[src/hw/rtl/wesc_pkg.sv]
// ----------------------------------------------------------------------------
// Wheel encoder sync controller package
// Word types, register indexes and move mode codes shared by the controller.
// ----------------------------------------------------------------------------
package wesc_pkg;

    // Configuration register indexes.
    localparam logic [2:0] REG_MOVE_MODE   = 3'd0;
    localparam logic [2:0] REG_BASE_SPEED  = 3'd1;
    localparam logic [2:0] REG_GAIN        = 3'd2;
    localparam logic [2:0] REG_TARGET      = 3'd3;
    localparam logic [2:0] REG_COLOR       = 3'd4;

    // Move mode codes. All other codes are idle.
    localparam logic [2:0] MODE_LEFT       = 3'd0;
    localparam logic [2:0] MODE_RIGHT      = 3'd1;
    localparam logic [2:0] MODE_SYNC_COLOR = 3'd2;
    localparam logic [2:0] MODE_SYNC       = 3'd4;
    localparam logic [2:0] MODE_SYNC_STOP  = 3'd6;
    localparam logic [2:0] MODE_IDLE       = 3'd7;

    // Reset values of the configuration registers.
    localparam logic signed [15:0] BASE_SPEED_RST = 16'sd0;
    localparam logic [17:0]        GAIN_RST       = 18'd5033;
    localparam logic [23:0]        TARGET_RST     = 24'd30750;
    localparam logic [2:0]         COLOR_RST      = 3'd0;

    // Input word command codes.
    localparam logic CMD_TICK  = 1'b0;
    localparam logic CMD_START = 1'b1;

    // Largest difference magnitude fed to the gain multiplier.
    localparam int             MAG_W       = 45;
    localparam logic [63:0]    DIFF_CLAMP  = (64'd1 << MAG_W) - 64'd1;

    typedef struct packed {
        logic              cmd;
        logic signed [31:0] left_count;
        logic signed [31:0] right_count;
        logic [2:0]         color_seen;
    } t_in_word;

    typedef struct packed {
        logic signed [15:0] left_speed;
        logic signed [15:0] right_speed;
        logic               left_update;
        logic               right_update;
        logic               busy_res;
    } t_out_word;

endpackage

[src/hw/rtl/wheel_encoder_sync_controller_core.sv]
// ----------------------------------------------------------------------------
// Wheel encoder sync controller core
// Drives one wheel to a target or keeps two wheels level with a proportional
// correction on the lagging wheel; one result word for every input word.
// ----------------------------------------------------------------------------
//
//  Channel   Direction  Handshake                     Word
//  input     in         i_in_valid / o_in_ready       t_in_word
//  output    out        o_out_valid / i_out_ready     t_out_word
//  config    in         i_cfg_we (no back-pressure)   i_cfg_idx, i_cfg_data
//
// A word accepted into the input register goes through the difference, gain
// multiply and saturating add into the result register once the result
// register is free or being emptied. A new word can be accepted every cycle
// while the compute stage moves or the input register is empty.
// Reset (synchronous, active low) clears the move state, start points, both
// valid flags and loads the register defaults. When the result register is
// full and not taken, the input register still accepts one more word.
//
module wheel_encoder_sync_controller_core #(
    parameter int COUNT_BITS   = 32,
    parameter int COLOR_WEIGHT = 20
) (
    input  logic                i_clk,
    input  logic                i_rst_n,
    input  logic                i_in_valid,
    output logic                o_in_ready,
    input  wesc_pkg::t_in_word  i_in_word,
    output logic                o_out_valid,
    input  logic                i_out_ready,
    output wesc_pkg::t_out_word o_out_word,
    input  logic                i_cfg_we,
    input  logic [2:0]          i_cfg_idx,
    input  logic [23:0]         i_cfg_data
);
    import wesc_pkg::*;

    // Encoder counts are sign-extended from bit CNT_W-1 of the input fields.
    localparam int CNT_W = (COUNT_BITS < 32) ? COUNT_BITS : 32;
    // Width for the target compare: count, start and 24-bit target summed.
    localparam int SW    = ((CNT_W > 24) ? CNT_W : 24) + 2;
    // Width of the difference in pulses with 16 fractional bits plus color.
    localparam int DDW   = CNT_W + 18;
    localparam logic signed [17:0] CW_S = 18'(COLOR_WEIGHT);

    // Configuration registers.
    logic [2:0]         r_mode;
    logic signed [15:0] r_base;
    logic [17:0]        r_gain;
    logic [23:0]        r_target;
    logic [2:0]         r_color;

    // Move state.
    logic                    r_moving,      n_moving;
    logic signed [CNT_W-1:0] r_left_start,  n_left_start;
    logic signed [CNT_W-1:0] r_right_start, n_right_start;

    // Pipeline registers.
    logic      r_in_vld;
    t_in_word  r_in;
    logic      r_out_vld;
    t_out_word r_out, n_out;

    logic s2_fire;

    // The compute stage moves when the result register is free or being
    // emptied; the input register refills whenever it moves or is empty.
    assign s2_fire    = r_in_vld && (!r_out_vld || i_out_ready);
    assign o_in_ready = !r_in_vld || s2_fire;
    assign o_out_valid = r_out_vld;
    assign o_out_word  = r_out;

    // Configuration writes must only be issued while the block is idle; the block itself does not enforce this.
    always_ff @(posedge i_clk) begin
        if (!i_rst_n) begin
            r_mode   <= MODE_IDLE;
            r_base   <= BASE_SPEED_RST;
            r_gain   <= GAIN_RST;
            r_target <= TARGET_RST;
            r_color  <= COLOR_RST;
        end else if (i_cfg_we) begin
            unique case (i_cfg_idx)
                REG_MOVE_MODE:  r_mode   <= i_cfg_data[2:0];
                REG_BASE_SPEED: r_base   <= i_cfg_data[15:0];
                REG_GAIN:       r_gain   <= i_cfg_data[17:0];
                REG_TARGET:     r_target <= i_cfg_data;
                REG_COLOR:      r_color  <= i_cfg_data[2:0];
                default: begin
                end
            endcase
        end
    end

    // Input register.
    always_ff @(posedge i_clk) begin
        if (!i_rst_n) begin
            r_in_vld <= 1'b0;
        end else if (o_in_ready) begin
            r_in_vld <= i_in_valid;
        end
    end

    always_ff @(posedge i_clk) begin
        if (o_in_ready && i_in_valid) begin
            r_in <= i_in_word;
        end
    end

    // Result register and move state; the state advances with the word that
    // produced it, so the next word in the input register sees it at once.
    always_ff @(posedge i_clk) begin
        if (!i_rst_n) begin
            r_out_vld     <= 1'b0;
            r_moving      <= 1'b0;
            r_left_start  <= '0;
            r_right_start <= '0;
        end else begin
            if (s2_fire) begin
                r_out_vld     <= 1'b1;
                r_moving      <= n_moving;
                r_left_start  <= n_left_start;
                r_right_start <= n_right_start;
            end else if (i_out_ready) begin
                r_out_vld <= 1'b0;
            end
        end
    end

    always_ff @(posedge i_clk) begin
        if (s2_fire) begin
            r_out <= n_out;
        end
    end

    // ------------------------------------------------------------------
    // Datapath from the input register to the result register.
    // ------------------------------------------------------------------
    logic signed [CNT_W-1:0] x_cnt, y_cnt;
    logic signed [SW-1:0]    x_ext, y_ext, tgt_ext;
    logic                    left_done, right_done;
    logic signed [CNT_W:0]   cnt_diff;
    logic signed [3:0]       color_diff;
    logic signed [21:0]      color_term;
    logic signed [DDW-1:0]   diff_q16;
    logic [DDW-1:0]          diff_mag;
    logic [MAG_W-1:0]        mag_clamped;
    logic [62:0]             product;
    logic [37:0]             corr;
    logic signed [39:0]      corr_sum;
    logic signed [15:0]      fast_speed;
    logic                    is_sync;

    always_comb begin
        x_cnt   = r_in.left_count[CNT_W-1:0];
        y_cnt   = r_in.right_count[CNT_W-1:0];
        x_ext   = SW'(x_cnt);
        y_ext   = SW'(y_cnt);
        tgt_ext = SW'($signed({1'b0, r_target}));

        left_done  = x_ext >= (SW'(r_left_start) + tgt_ext);
        right_done = y_ext >= (SW'(r_right_start) + tgt_ext);

        // Difference in pulses with 16 fractional bits, color term in mode 2.
        cnt_diff   = (CNT_W+1)'(y_cnt) - (CNT_W+1)'(x_cnt);
        color_diff = $signed({1'b0, r_color}) - $signed({1'b0, r_in.color_seen});
        color_term = 22'(color_diff) * 22'(CW_S);
        diff_q16   = DDW'($signed({cnt_diff, 16'b0}));
        if (r_mode == MODE_SYNC_COLOR) begin
            diff_q16 = diff_q16 + DDW'(color_term);
        end

        diff_mag    = diff_q16[DDW-1] ? unsigned'(-diff_q16) : unsigned'(diff_q16);
        mag_clamped = (64'(diff_mag) > DIFF_CLAMP) ? DIFF_CLAMP[MAG_W-1:0]
                                                   : MAG_W'(diff_mag);
        product     = 63'(mag_clamped) * 63'(r_gain);
        corr        = product[62:25];
        corr_sum    = 40'(r_base) + $signed({2'b00, corr});
        if (corr_sum > 40'sd32767) begin
            fast_speed = 16'sh7fff;
        end else if (corr_sum < -40'sd32768) begin
            fast_speed = 16'sh8000;
        end else begin
            fast_speed = corr_sum[15:0];
        end

        is_sync = (r_mode == MODE_SYNC_COLOR) || (r_mode == MODE_SYNC) ||
                  (r_mode == MODE_SYNC_STOP);
    end

    // Command decision for one word.
    always_comb begin
        n_moving      = r_moving;
        n_left_start  = r_left_start;
        n_right_start = r_right_start;
        n_out         = '0;

        if (r_in.cmd == CMD_START) begin
            // A start while a move is running is ignored.
            if (!r_moving) begin
                n_left_start  = '0;
                n_right_start = '0;
                if (r_mode == MODE_LEFT || is_sync) begin
                    n_left_start      = x_cnt;
                    n_out.left_speed  = r_base;
                    n_out.left_update = 1'b1;
                    n_moving          = 1'b1;
                end
                if (r_mode == MODE_RIGHT || is_sync) begin
                    n_right_start      = y_cnt;
                    n_out.right_speed  = r_base;
                    n_out.right_update = 1'b1;
                    n_moving           = 1'b1;
                end
            end
        end else if (r_moving) begin
            if (r_mode == MODE_LEFT) begin
                if (left_done) begin
                    n_out.left_update = 1'b1;
                    n_moving          = 1'b0;
                end
            end else if (r_mode == MODE_RIGHT) begin
                if (right_done) begin
                    n_out.right_update = 1'b1;
                    n_moving           = 1'b0;
                end
            end else if (is_sync) begin
                // The lagging wheel gets the correction; equal counts leave
                // both wheels alone.
                if (x_cnt != y_cnt) begin
                    n_out.left_speed   = r_base;
                    n_out.right_speed  = r_base;
                    if (!diff_q16[DDW-1] && diff_q16 != '0) begin
                        n_out.left_speed = fast_speed;
                    end else if (diff_q16[DDW-1]) begin
                        n_out.right_speed = fast_speed;
                    end
                    n_out.left_update  = 1'b1;
                    n_out.right_update = 1'b1;
                end
                if (r_mode == MODE_SYNC_STOP) begin
                    if (left_done) begin
                        n_out.left_speed  = '0;
                        n_out.left_update = 1'b1;
                    end
                    if (right_done) begin
                        n_out.right_speed  = '0;
                        n_out.right_update = 1'b1;
                    end
                    if (left_done && right_done) begin
                        n_moving = 1'b0;
                    end
                end
            end else begin
                // An idle mode during a move stops both wheels.
                n_out.left_update  = 1'b1;
                n_out.right_update = 1'b1;
                n_moving           = 1'b0;
            end
        end

        n_out.busy_res = n_moving;
    end

`ifndef SYNTHESIS
    // The busy flag of a result always matches the move state it left behind.
    a_busy_matches_state: assert property (@(posedge i_clk) disable iff (!i_rst_n)
        s2_fire |=> (o_out_word.busy_res == r_moving))
        else $error("busy_res differs from move state");

    // A wheel that is not commanded reports a zero speed.
    a_left_idle_zero: assert property (@(posedge i_clk) disable iff (!i_rst_n)
        (o_out_valid && !o_out_word.left_update) |-> (o_out_word.left_speed == 16'sd0))
        else $error("left speed set without update");

    a_right_idle_zero: assert property (@(posedge i_clk) disable iff (!i_rst_n)
        (o_out_valid && !o_out_word.right_update) |-> (o_out_word.right_speed == 16'sd0))
        else $error("right speed set without update");

    // A tick never begins a move.
    a_tick_no_start: assert property (@(posedge i_clk) disable iff (!i_rst_n)
        (s2_fire && r_in.cmd == CMD_TICK && !r_moving) |=> !r_moving)
        else $error("move started by a tick");
`endif

endmodule
[config.mk]
export PLATFORM = sky130hd
export DESIGN_NAME = wheel_encoder_sync_controller_core
export DESIGN_NICKNAME = d
export VERILOG_FILES = /design/src/hw/rtl/wesc_pkg.sv /design/src/hw/rtl/wheel_encoder_sync_controller_core.sv
export SDC_FILE = /design/constraint.sdc
export NUM_CORES = 2
export LEC_CHECK = 0
export ABC_AREA = 1
export BUFFER_PORTS_ARGS = -buffer_cell sky130_fd_sc_hd__buf_2
export CELL_PAD_IN_SITES_DETAIL_PLACEMENT = 0
export CELL_PAD_IN_SITES_GLOBAL_PLACEMENT = 2
export CORE_UTILIZATION = 41
export DETAILED_ROUTE_END_ITERATION = 8
export GPL_ROUTABILITY_DRIVEN = 0
export GPL_TIMING_DRIVEN = 0
export PLACE_DENSITY = 0.89
export SKIP_CTS_REPAIR_TIMING = 1
export SLEW_MARGIN = 20
export SYNTH_ARGS = -nofsm -noshare
export SYNTH_HDL_FRONTEND = slang
export SYNTH_SLANG_ARGS = --single-unit
[constraint.sdc]
create_clock -name i_clk -period 28.4 [get_ports i_clk]
set_input_delay 1.42 -clock i_clk [delete_from_list [all_inputs] [get_ports i_clk]]
set_output_delay 1.42 -clock i_clk [all_outputs]
set_load 0.02 [all_outputs]
# After elaboration in Yosys (flattened, before gate mapping)
# Index checks and enable logic that the tools add are counted.
[word_totals] output_inout_bits=37 word_cells=116 regBits=234 inputBits=100
[classes] n_mux=50 eq_ne=9 bitwise=1 n_mul=2 add_sub_neg=7 reduce_logical=23 magnitude_cmp=5
[op_table] op="$mux W34" count=10
[op_table] op="$mux W16" count=9
[op_table] op="$mux W32" count=4
[op_table] op="$mux W50" count=2
[op_table] op="$add A32 B25 Y33" count=2
[op_table] op="$ge A32 B33 Y1" count=2
[op_table] op="$mul A45 B18 Y63" count=1
[op_table] op="$add A49 B10 Y50" count=1
[op_table] op="$gt A50 B45 Y1 const B" count=1
[op_table] op="$neg A50 Y50" count=1
[op_table] op="$reduce_bool A50 Y1" count=1
[op_table] op="$mux W45" count=1
[op_table] op="$add A16 B39 Y40" count=1
[op_table] op="$gt A40 B16 Y1 const B" count=1
[op_table] op="$lt A40 B16 Y1 const B" count=1
[op_table] op="$mux W33" count=1
[op_table] op="$sub A32 B32 Y33" count=1
[op_table] op="$ne A32 B32 Y1" count=1
[op_table] op="$mux W1" count=22
[op_table] op="$reduce_and A2 Y1" count=5
[op_table] op="$eq A3 B2 Y1 const B" count=3
[op_table] op="$eq A3 B3 Y1 const B" count=3
[op_table] op="$mul A4 B4 Y8 const B" count=1
[op_table] op="$eq A3 B1 Y1 const B" count=2
[op_table] op="other kinds (9)" count=20

# Logic depth before layout (Yosys ltp)
[depth] word_depth=28 depth_mapped=92

# Worst setup path after synthesis
# OpenSTA, ideal clock, no wires.
[synth_timing] path_kind="reg2reg" startpoint="register r_in[2] in the netlist's numbering" endpoint="register r_out, in the netlist o_out_word[10], data pin" synth_period_minus_slack_ps=12725 path_slack_ps=15675 t_arrival_ps=12461 n_path_buf=4 stages_incl_launch_ff=69 cell_sequence="edfxtp_1 -> inv_1 -> ha_1 -> a21oi_1 -> nand2_1 -> inv_1 -> ha_1 -> ha_1 -> fa_1 -> xor2_1 -> nand2_1 -> nand2_1 -> nor3_2 -> ha_1 -> nand4_1 -> nor3_1 -> nand2_1 -> nor2_1 -> [33 not listed] -> o21ai_0 -> xor2_1 -> ha_1 -> nand2_1 -> nor2_1 -> nand2_1 -> or3_1 -> nand2_1 -> nand3_1 -> nand3_1 -> nand2_1 -> nor3b_1 -> nand3_1 -> nand2_1 -> clkbuf_1 -> nand2_1 -> o21ai_0 -> o21ai_0"
[synth_lines] item="from (decl)" line_no="wheel_encoder_sync_controller_core.sv:60" source="t_in_word r_in;"
[synth_lines] item="from (signal assigned)" line_no="wheel_encoder_sync_controller_core.sv:105" source="r_in <= i_in_word;"
[synth_lines] item="to (signal assigned)" line_no="wheel_encoder_sync_controller_core.sv:131" source="r_out <= n_out;"
[synth_lines] item="to (decl)" line_no="wheel_encoder_sync_controller_core.sv:62" source="t_out_word r_out, n_out;"

==> flow_summary.json <==
{
  "finalMaxSlewViolations": 0,
  "mostFrequentLayoutCells": "nand2_1 (1714), inv_1 (1399), fa_1 (693), a21oi_1 (573), nor2_1 (420)",
  "firstDrtPassIters": 5,
  "viasPerCell": 5.23,
  "clkLatencyLatePin_ns": 0.60,
  "dpl_cell_area_mm2": 0.0503,
  "final_common_cell": "nand2_1",
  "drt_first_iter_violations": 3503,
  "fp-row-count": 124,
  "cts_tree": "built",
  "rsz0062_at_grt": "false",
  "grt_overflow_total": 0,
  "grt_max_degree": 42,
  "skew_ns": 0.0298,
  "timing.final.crit_share_pct": 57.4,
  "outcome": "finished clean",
  "tns_ns": 0,
  "synth_fp_nets": 7843,
  "path_class": "reg2reg",
  "ys_ff_latch": 234,
  "port_buffers": 136,
  "worstHoldPathType": "reg2reg",
  "syn_inst": 6687,
  "tightest_slew_ns": 1.23,
  "num_vias": 43914,
  "crit_required_ns": 28.73,
  "clk_pin_slew_worst_paths_ns": 0.07,
  "ys_types": 52,
  "max_clock_freq_ghz": 0.0613,
  "use_met2_pct": 47.4,
  "cap_violations": 0,
  "cts-root-buf": "clkbuf_16",
  "antenna_left": 0,
  "grt_pass1_vias": 44094,
  "finalHoldViolations": 0,
  "worstPathMaxFanout": 10,
  "globalRouteMet3Util_pct": 5.36,
  "endpoint_kind": "register",
  "hold_depth": 2,
  "synth_ff_type": "dfxtp_1",
  "postLayoutCellArea_mm2": 0.0514,
  "setup_viol": 0,
  "fin_nets": 8012,
  "grtUsageMet1_pct": 41.9,
  "numCtsBuffers": 29,
  "timing.hold.ws_ns": 0.482,
  "ys_async_sr_fraction_pct": 0,
  "top_level_ports": 137,
  "die_w_um": 343,
  "top_usage_layer": "met2",
  "yosysWarnings": 0,
  "final_cells": 8392,
  "coreArea_mm2": 0.115,
  "max-slew-margin-rel_pct": 18.0,
  "period_minus_slack_ns": 16.30,
  "wl_per_cell_um": 20.6,
  "path_common_cell": "nand2_1",
  "drive_gt1_share_pct": 4.33,
  "area_growth_pct": 7.70,
  "die_h_um": 343,
  "r2r_cells": 67,
  "drcViolationCount": 0,
  "antenna_found_initial": 2,
  "synth_edf_count": 103,
  "htree_levels": 1,
  "seq_area_frac_synth_pct": 12.0,
  "start_util_pct": 41.5,
  "dp_cells": 8337,
  "routed_wl_um": 173000,
  "crit_slowest_cell": "edfxtp_1",
  "grt_pass1_wl_um": 265000,
  "clock-sinks": 234,
  "syn-cell-area_mm2": 0.0477,
  "avgSynthCellArea_um2": 7.13,
  "worstSetupStartpointType": "register",
  "max_stage_delay_ns": 0.58,
  "die_area_mm2": 0.118,
  "nFillCells": 12116,
  "dpl.hpwl_um": 149000,
  "grt_usage_pct": 29.8,
  "clockBufferDepth": 3,
  "cp_data_arrival_time_ns": 16.64
}
## cell families after synthesis
kind of cell / count (synthesis) / share of synthesized area (%)
AOI/OAI and AO/OA: 998 / 11.2
xor gates and xnor gates: 151 / 2.77
buffers and inverters: 1643 / 13.3
and+or+nand+nor: 2605 / 22.2
DFF: 234 / 12.0
adders and majority gates: 1056 / 38.6
## worst paths after layout
path                    startpoint               end  slack, ns
setup reg to reg          x_cnt[0]    o_out_word[15]      12.10
setup / recovery          x_cnt[0]    o_out_word[15]      12.10
hold reg to reg   r_right_start[8]  r_right_start[8]       0.48
hold / removal    r_right_start[8]  r_right_start[8]       0.48
## synth_stat cells (all sizes together) (15+ instances only)
library cell,n,area (um2)
nand2,1723,6490
o211ai,17,128
nor3,47,250
ha,363,4540
inv,1406,5280
a21oi,573,2870
nand3,281,1410
xnor2,57,499
edfxtp,103,3090
buf,91,494
nand3b,17,128
and2,22,138
o22ai,16,100
nand4,66,413
o21ai,276,1390
a21o,15,113
clkbuf,135,507
nor4,16,100
xor2,94,823
fa,693,13900
nor2,423,1600
dfxtp,131,2620
a31oi,40,250
## layout make-up
cell class              count  area, um2  area share, %
flip-flops and latches    234       5720           11.1
clock inverters            19        260          0.507
plain buffers             226       1000           1.95
diodes                      1       2.50        0.00487
repair buffers            138        721           1.40
clock buffers              35        782           1.52
inverters                1417       5320           10.4
multi-input cells        4810      35700           69.4
well taps                1512       1890           3.68
## sequential cells by signal, summed over array words and instances, names as in the netlist, 16 cells and up
signal,cells
o_out_word,35
r_left_start,32
r_right_start,32
x_cnt,32
y_cnt,32
r_target,24
r_gain,18
r_base,16
## stage by stage
step	util, %	setup WS [ns]
floorplan	-	15.68
global placement	43.8	12.04
detailed placement	43.8	12.06
CTS	44.7	12.05
global route	44.7	10.86
finish	44.7	12.10
## routing by layer
layer | share of wire, % | routed length (um)
met4 | 2.7 | 4700
met3 | 7.6 | 13100
met2 | 44 | 77000
met1 | 45 | 78400
met5 | 0 | 0
## critical path, delay by kind of cell (launching register included)
kind | cells | cell delay [ns]
AND/OR/NAND/NOR | 35 | 5.39
flip-flops | 1 | 0.58
XOR/XNOR | 3 | 0.75
buffers and inverters | 10 | 2.19
adder cells (fa/ha/maj) | 11 | 4.94
AO/OA/AOI/OAI | 8 | 2.18
Power is not shown: default switching activity piles up to over one toggle a cycle in this logic, so the estimate is an artifact.
